<file path="config.mk">
export PLATFORM = sky130hd
export DESIGN_NAME = bpt_rec_fifo
export DESIGN_NICKNAME = d
export VERILOG_FILES = /design/src/bpt_pkg.sv /design/src/bpt_rec_fifo.sv
export SDC_FILE = /design/constraint.sdc
export NUM_CORES = 1
export LEC_CHECK = 0
export ABC_AREA = 0
export BUFFER_PORTS_ARGS = -buffer_cell sky130_fd_sc_hd__buf_4
export CAP_MARGIN = 30
export CELL_PAD_IN_SITES_DETAIL_PLACEMENT = 0
export CELL_PAD_IN_SITES_GLOBAL_PLACEMENT = 1
export CORE_ASPECT_RATIO = 1.5
export CORE_UTILIZATION = 49
export CTS_CLUSTER_DIAMETER = 30
export CTS_CLUSTER_SIZE = 40
export DETAILED_ROUTE_END_ITERATION = 12
export HOLD_SLACK_MARGIN = 0.15
export PLACE_DENSITY_LB_ADDON = 0.1
export SKIP_LAST_GASP = 1
export SLEW_MARGIN = 0
export SYNTH_ARGS = -nofsm -noshare
export SYNTH_HDL_FRONTEND = slang
export SYNTH_SLANG_ARGS = --single-unit
</file>
<file path="constraint.sdc">
create_clock -name clk_i -period 4 [get_ports clk_i]
set_input_delay 0.8 -clock clk_i [delete_from_list [all_inputs] [get_ports clk_i]]
set_output_delay 0.8 -clock clk_i [all_outputs]
set_load 0.02 [all_outputs]
</file>
<file path="src/bpt_pkg.sv">
// Shared types and constants of the bracket pair table builder.
package bpt_pkg;

  localparam int unsigned MAX_LEN = 512;
  localparam int unsigned POS_W = 10;
  localparam int unsigned ERR_W = 2;
  localparam int unsigned FIFO_DEPTH = 4;

  typedef logic [POS_W-1:0] pos_t;

  localparam logic [7:0] CH_SQ_OPEN  = 8'h5B;  // [
  localparam logic [7:0] CH_SQ_CLOSE = 8'h5D;  // ]
  localparam logic [7:0] CH_RD_OPEN  = 8'h28;  // (
  localparam logic [7:0] CH_RD_CLOSE = 8'h29;  // )
  localparam logic [7:0] CH_CUT      = 8'h7C;  // |

  localparam logic [ERR_W-1:0] ERR_NONE  = 2'd0;
  localparam logic [ERR_W-1:0] ERR_EMPTY = 2'd1;
  localparam logic [ERR_W-1:0] ERR_OVF   = 2'd2;

  localparam logic REC_PAIR = 1'b0;
  localparam logic REC_END  = 1'b1;

  localparam logic BRK_SQUARE = 1'b0;
  localparam logic BRK_ROUND  = 1'b1;

  typedef struct packed {
    logic push;
    logic pop;
    logic clear;
  } stk_ctrl_t;

  typedef struct packed {
    logic             record_kind;
    pos_t             open_pos;
    pos_t             close_pos;
    logic             bracket_kind;
    pos_t             cut_pos;
    logic [ERR_W-1:0] error_code;
    logic             last_out;
  } rec_t;

endpackage

</file>
<file path="src/bpt_rec_fifo.sv">
// Small record queue taking up to two records a cycle and giving out one when the reader is ready.
module bpt_rec_fifo
  import bpt_pkg::*;
(
  input  logic clk_i,
  input  logic rst_ni,
  input  logic wr0_i,
  input  rec_t data0_i,
  input  logic wr1_i,
  input  rec_t data1_i,
  output logic room2_o,
  output logic valid_o,
  input  logic ready_i,
  output rec_t data_o
);

  localparam int unsigned PtrW = $clog2(FIFO_DEPTH);
  localparam int unsigned CntW = $clog2(FIFO_DEPTH + 1);

  rec_t            mem_q [FIFO_DEPTH];
  logic [PtrW-1:0] wr_ptr_q, rd_ptr_q, wr_ptr1;
  logic [CntW-1:0] count_q;
  logic            rd;

  assign wr_ptr1  = wr_ptr_q + PtrW'(1);
  assign valid_o  = (count_q != '0);
  assign rd       = valid_o && ready_i;
  assign room2_o  = (count_q <= CntW'(FIFO_DEPTH - 2));
  assign data_o   = mem_q[rd_ptr_q];

  always_ff @(posedge clk_i) begin
    if (wr0_i) begin
      mem_q[wr_ptr_q] <= data0_i;
    end
    if (wr1_i) begin
      mem_q[wr_ptr1] <= data1_i;
    end
  end

  always_ff @(posedge clk_i or negedge rst_ni) begin
    if (!rst_ni) begin
      wr_ptr_q <= '0;
      rd_ptr_q <= '0;
      count_q  <= '0;
    end else begin
      wr_ptr_q <= wr_ptr_q + PtrW'(wr0_i) + PtrW'(wr1_i);
      rd_ptr_q <= rd_ptr_q + PtrW'(rd);
      count_q  <= count_q + CntW'(wr0_i) + CntW'(wr1_i) - CntW'(rd);
    end
  end

endmodule

</file>
==> PnR_summary.wiki <==
{| class="wikitable"
! Metric !! Value
|-
| Global-route usage over all layers || between 20 and 25%
|-
| Worst-skew pair later-pin latency || between 0.4 and 0.5 ns
|-
| Max-slew violations || 0
|-
| Average cell area after synthesis || about 19 um^2
|-
| Clk_skew || ~0.0064 ns
|-
| Dominant cells by area after synthesis || sky130_fd_sc_hd__edfxtp_1 (59%), sky130_fd_sc_hd__mux2_2 (22%), sky130_fd_sc_hd__mux4_2 (11%)
|-
| Wire length reported by the detailed router || 15.2 mm
|-
| Transition at the pin with the smallest max-transition slack || just over 0.7 ns
|-
| Critical path, cell by cell || buf_12 -> mux4_2 -> buf_4
|-
| Internal power || between 4000 and 5000 uW
|-
| # Max-Cap Violations || 0
|-
| Run status || finished, final reports clean
|-
| RSZ-0062 raised after global routing || false
|-
| P_leak || 0.00323 uW
|-
| Setup violations, final || 0
|-
| Initial antenna violation count || 0
|-
| Buffer depth of the longest clock path || 2
|-
| Cts bufs inserted || 17
|-
| Critical path's top delay family || flip-flops
|-
| Largest family of logic cells by synthesized area || multiplexers
|-
| Post-synthesis net count || approximately 460
|-
| Placer Congestion || approximately 0.72
|-
| Slowest cell on the critical path || sky130_fd_sc_hd__dfrtp_2
|-
| Area fraction in and, or, nand and nor cells after synthesis || approximately 1.1%
|-
| Clock sink total || roughly 150
|-
| Final worst-path cycle share || approximately 76%
|-
| Top sig layer || met4
|-
| Maximum number of pins on one net before global-route repair || 37
|-
| WP buf/inv || 2
|-
| Aggregate global routing overflow || 0
|-
| Gate count of the mapped netlist || approximately 370
|-
| Adder-cell share of the synthesized area || ~1.4%
|-
| Final hold violations || 0
|-
| Average via count per standard cell || between 5 and 6
|-
| DR WL met2 || around 8.4 mm
|-
| Antenna fix cells || 0
|-
| Post-synth top area cell || sky130_fd_sc_hd__edfxtp_1
|-
| Met3 Wirelength || around 660 um
|-
| Cell area power density || 783 nW/um^2
|-
| Startpoint kind of the worst setup timing path || register
|-
| Root cell of the clock tree || sky130_fd_sc_hd__clkbuf_16
|-
| Post-synthesis instance area || between 7000 and 8000 um^2
|-
| Clock tree from TritonCTS || done
|-
| First drt pass iteration count || 4
|-
| Unique masters post-synth || 25
|-
| Final net count || roughly 570
|-
| Overall Power || 6940 uW
|-
| CP peak stage delay || 0.81 ns
|-
| Global-route wire length before repair || 23.5 mm
|-
| Setup_tns || 0 ns
|-
| Via Count || 3,837
|-
| Post-CTS resize count || 0
|-
| Peak supply drop || 0.388 mV
|-
| Net switching power of the design || 2210 uW
|-
| Die area || 15,100 um^2
|-
| Share of power burned in the clock network || about a quarter
|-
| Number of remaining DRC errors || 0
|-
| Post-synthesis xor/xnor area fraction || less than 1%
|-
| Placeable core region || between 10,000 and 15,000 um^2
|-
| Area grow syn2layout || 24.2%
|-
| Share of total power consumed by net switching || between 30% and 40%
|-
| Core Rows || 53
|-
| Met1 WL || between 5 and 6 mm
|-
| Crit-path max FO || 19
|-
| Worst setup EP type || primary output
|-
| Half-perimeter wire length after detailed placement || 9.21 mm
|-
| Ports placed on the boundary || approximately 110
|-
| Post-CTS Hold Buffers || 0
|-
| Top cell type's share of synthesized area || 58.9%
|-
| Final min period || 3.05 ns
|-
| Proportion of layout cells with a drive suffix above 1 || 66.3%
|-
| Normalized max-slew margin || between 50% and 60%
|-
| Floorplan die height || between 100 and 150 um
|-
| Path type of the worst setup path || register to primary output
|-
| Post-CTS Setup Bufs || 0
|-
| Part of the Yosys area used for sequential elements || approximately three fifths
|-
| Number of DRC markers in iteration 0 || around 150
|-
| Number of nets with antenna violations after routing || 0
|-
| CTS H-tree depth || 4
|-
| Sequential fraction of design power || a little under two fifths
|-
| Initial Util || between 50% and 60%
|-
| Input/output buffers || 111
|-
| Wire length per cell || approximately 22 um
|-
| Total of warnings raised by yosys || 0
|-
| Post-synthesis register bit count || 147
|-
| Vias in the first global route || around 4.3k
|-
| Fill cell total of the finished layout || 1,047
|-
| Combinational fraction of design power || 38.4%
|-
| CP Data Required Time || between 3 and 4 ns
|-
| Max Freq || ~0.33 GHz
|-
| Synthesized-area fraction occupied by ao, oa, aoi and oai cells || less than 1%
|-
| Clock slew seen by the registers of the worst setup and hold paths || 0.06 ns
|-
| Multiplexer share of the synthesized area || 33.3%
|-
| Data arrival time of the critical path || 2.25 ns
|-
| Worst hold-check path type || primary input to asynchronous set/reset pin
|-
| Chip width || between 100 and 150 um
|}
-- final timing paths --
check	start	endpoint	slack (ns)	cells after the start
setup / recovery	rd_ptr_q[0]	data_o[3]	0.95	3
min in group clk_i	count_q[0]	count_q[0]	0.61	1
max in group asynchronous	rst_ni	rd_ptr_q[1]	3.68	1
setup reg to reg	count_q[1]	count_q[2]	1.67	7
hold / removal	rst_ni	rd_ptr_q[0]	0.19	1
hold reg to reg	count_q[0]	count_q[0]	0.61	1
-- power groups by stage --
stage               logic [uW]  registers (uW)  clock network [uW]
CTS                       2630            2640                1740
floorplan                 1840            2470                   0
finish                    2660            2570                1710
detailed placement        2620            2670                   0
global placement          2610            2650                   0
global route              2840            2620                1800
-- per-layer routing --
metal	GRT usage, %	vias to the layer above
li1	-	1766
met1	24.8	1967
met2	39.7	89
met3	5.37	15
met4	8.19	0
met5	0	-
-- registers in the layout, indices dropped and copies added (netlist names) --
register,flops
count_q,3
mem_q,140
rd_ptr_q,2
wr_ptr_q,2
-- logic make-up (layout without fill, tap and decap cells) --
group	after synthesis	after routing
adders and majority gates	6	6
muxes	176	176
xor gates and xnor gates	3	3
buffers and inverters	29	160
DFF	147	147
and+or+nand+nor	10	10
AOI/OAI and AO/OA	3	3
-- layout by cell type (no fill, tap or decap), drive strengths merged --
| cell type | instances |
|---|---|
| inv | 6 |
| o21ai | 2 |
| fa | 3 |
| xor2 | 2 |
| clkinvlp | 2 |
| clkbuf | 18 |
| mux4 | 35 |
| and2 | 1 |
| bufinv | 5 |
| nor3b | 1 |
| a21o | 1 |
| mux2 | 140 |
| nand3b | 2 |
| xnor2 | 1 |
| or3 | 1 |
| nand3 | 1 |
| dfrtp | 7 |
| ha | 3 |
| mux2i | 1 |
| clkinv | 6 |
| buf | 123 |
| edfxtp | 140 |
| nand2b | 1 |
| nor2 | 3 |
-- area by class of cell --
class	instances	area (um^2)	area share (%)
Sequential cell	147	4380	49.4
Multi-Input combinational cell	198	2630	29.7
Timing Repair Buffer	123	948	10.7
Clock buffer	18	429	4.84
Tap cell	192	240	2.71
Clock inverter	13	210	2.37
Inverter	6	22.5	0.254
-- cells in the mapped netlist (all sizes together) --
master,number
edfxtp,140
mux2,140
mux4,35
buf,21
dfrtp,7
inv,6
fa,3
ha,3
nor2,3
clkbuf,2
nand3b,2
o21ai,2
xor2,2
a21o,1
and2,1
mux2i,1
nand2b,1
nand3,1
nor3b,1
or3,1
xnor2,1
-- through the flow --
stage | hold WS, ns | instances | setup slack, ns | instance area [um^2] | utilization (%)
2_1_floorplan | 0.473 | 374 | 0.172 | 7140 | -
3_3_place_gp | 0.576 | 665 | 1.35 | 8200 | 58.1
3_5_place_dp | 0.600 | 665 | 1.34 | 8200 | 58.1
4_1_cts | 0.179 | 696 | 0.895 | 8840 | 62.6
5_1_grt | 0.176 | 697 | 0.811 | 8860 | 62.8
6_report | 0.192 | 697 | 0.955 | 8860 | 62.8
-- worst register-to-register path: stages (launching register included) --
cell and delay [ns]:
sky130_fd_sc_hd__dfrtp_1 0.39, sky130_fd_sc_hd__or3_1 0.40, sky130_fd_sc_hd__and2_1 0.21, sky130_fd_sc_hd__ha_1 0.28, sky130_fd_sc_hd__inv_1 0.05, sky130_fd_sc_hd__fa_1 0.37, sky130_fd_sc_hd__fa_1 0.38, sky130_fd_sc_hd__xnor2_1 0.13
(Power assumes the default switching activity.)
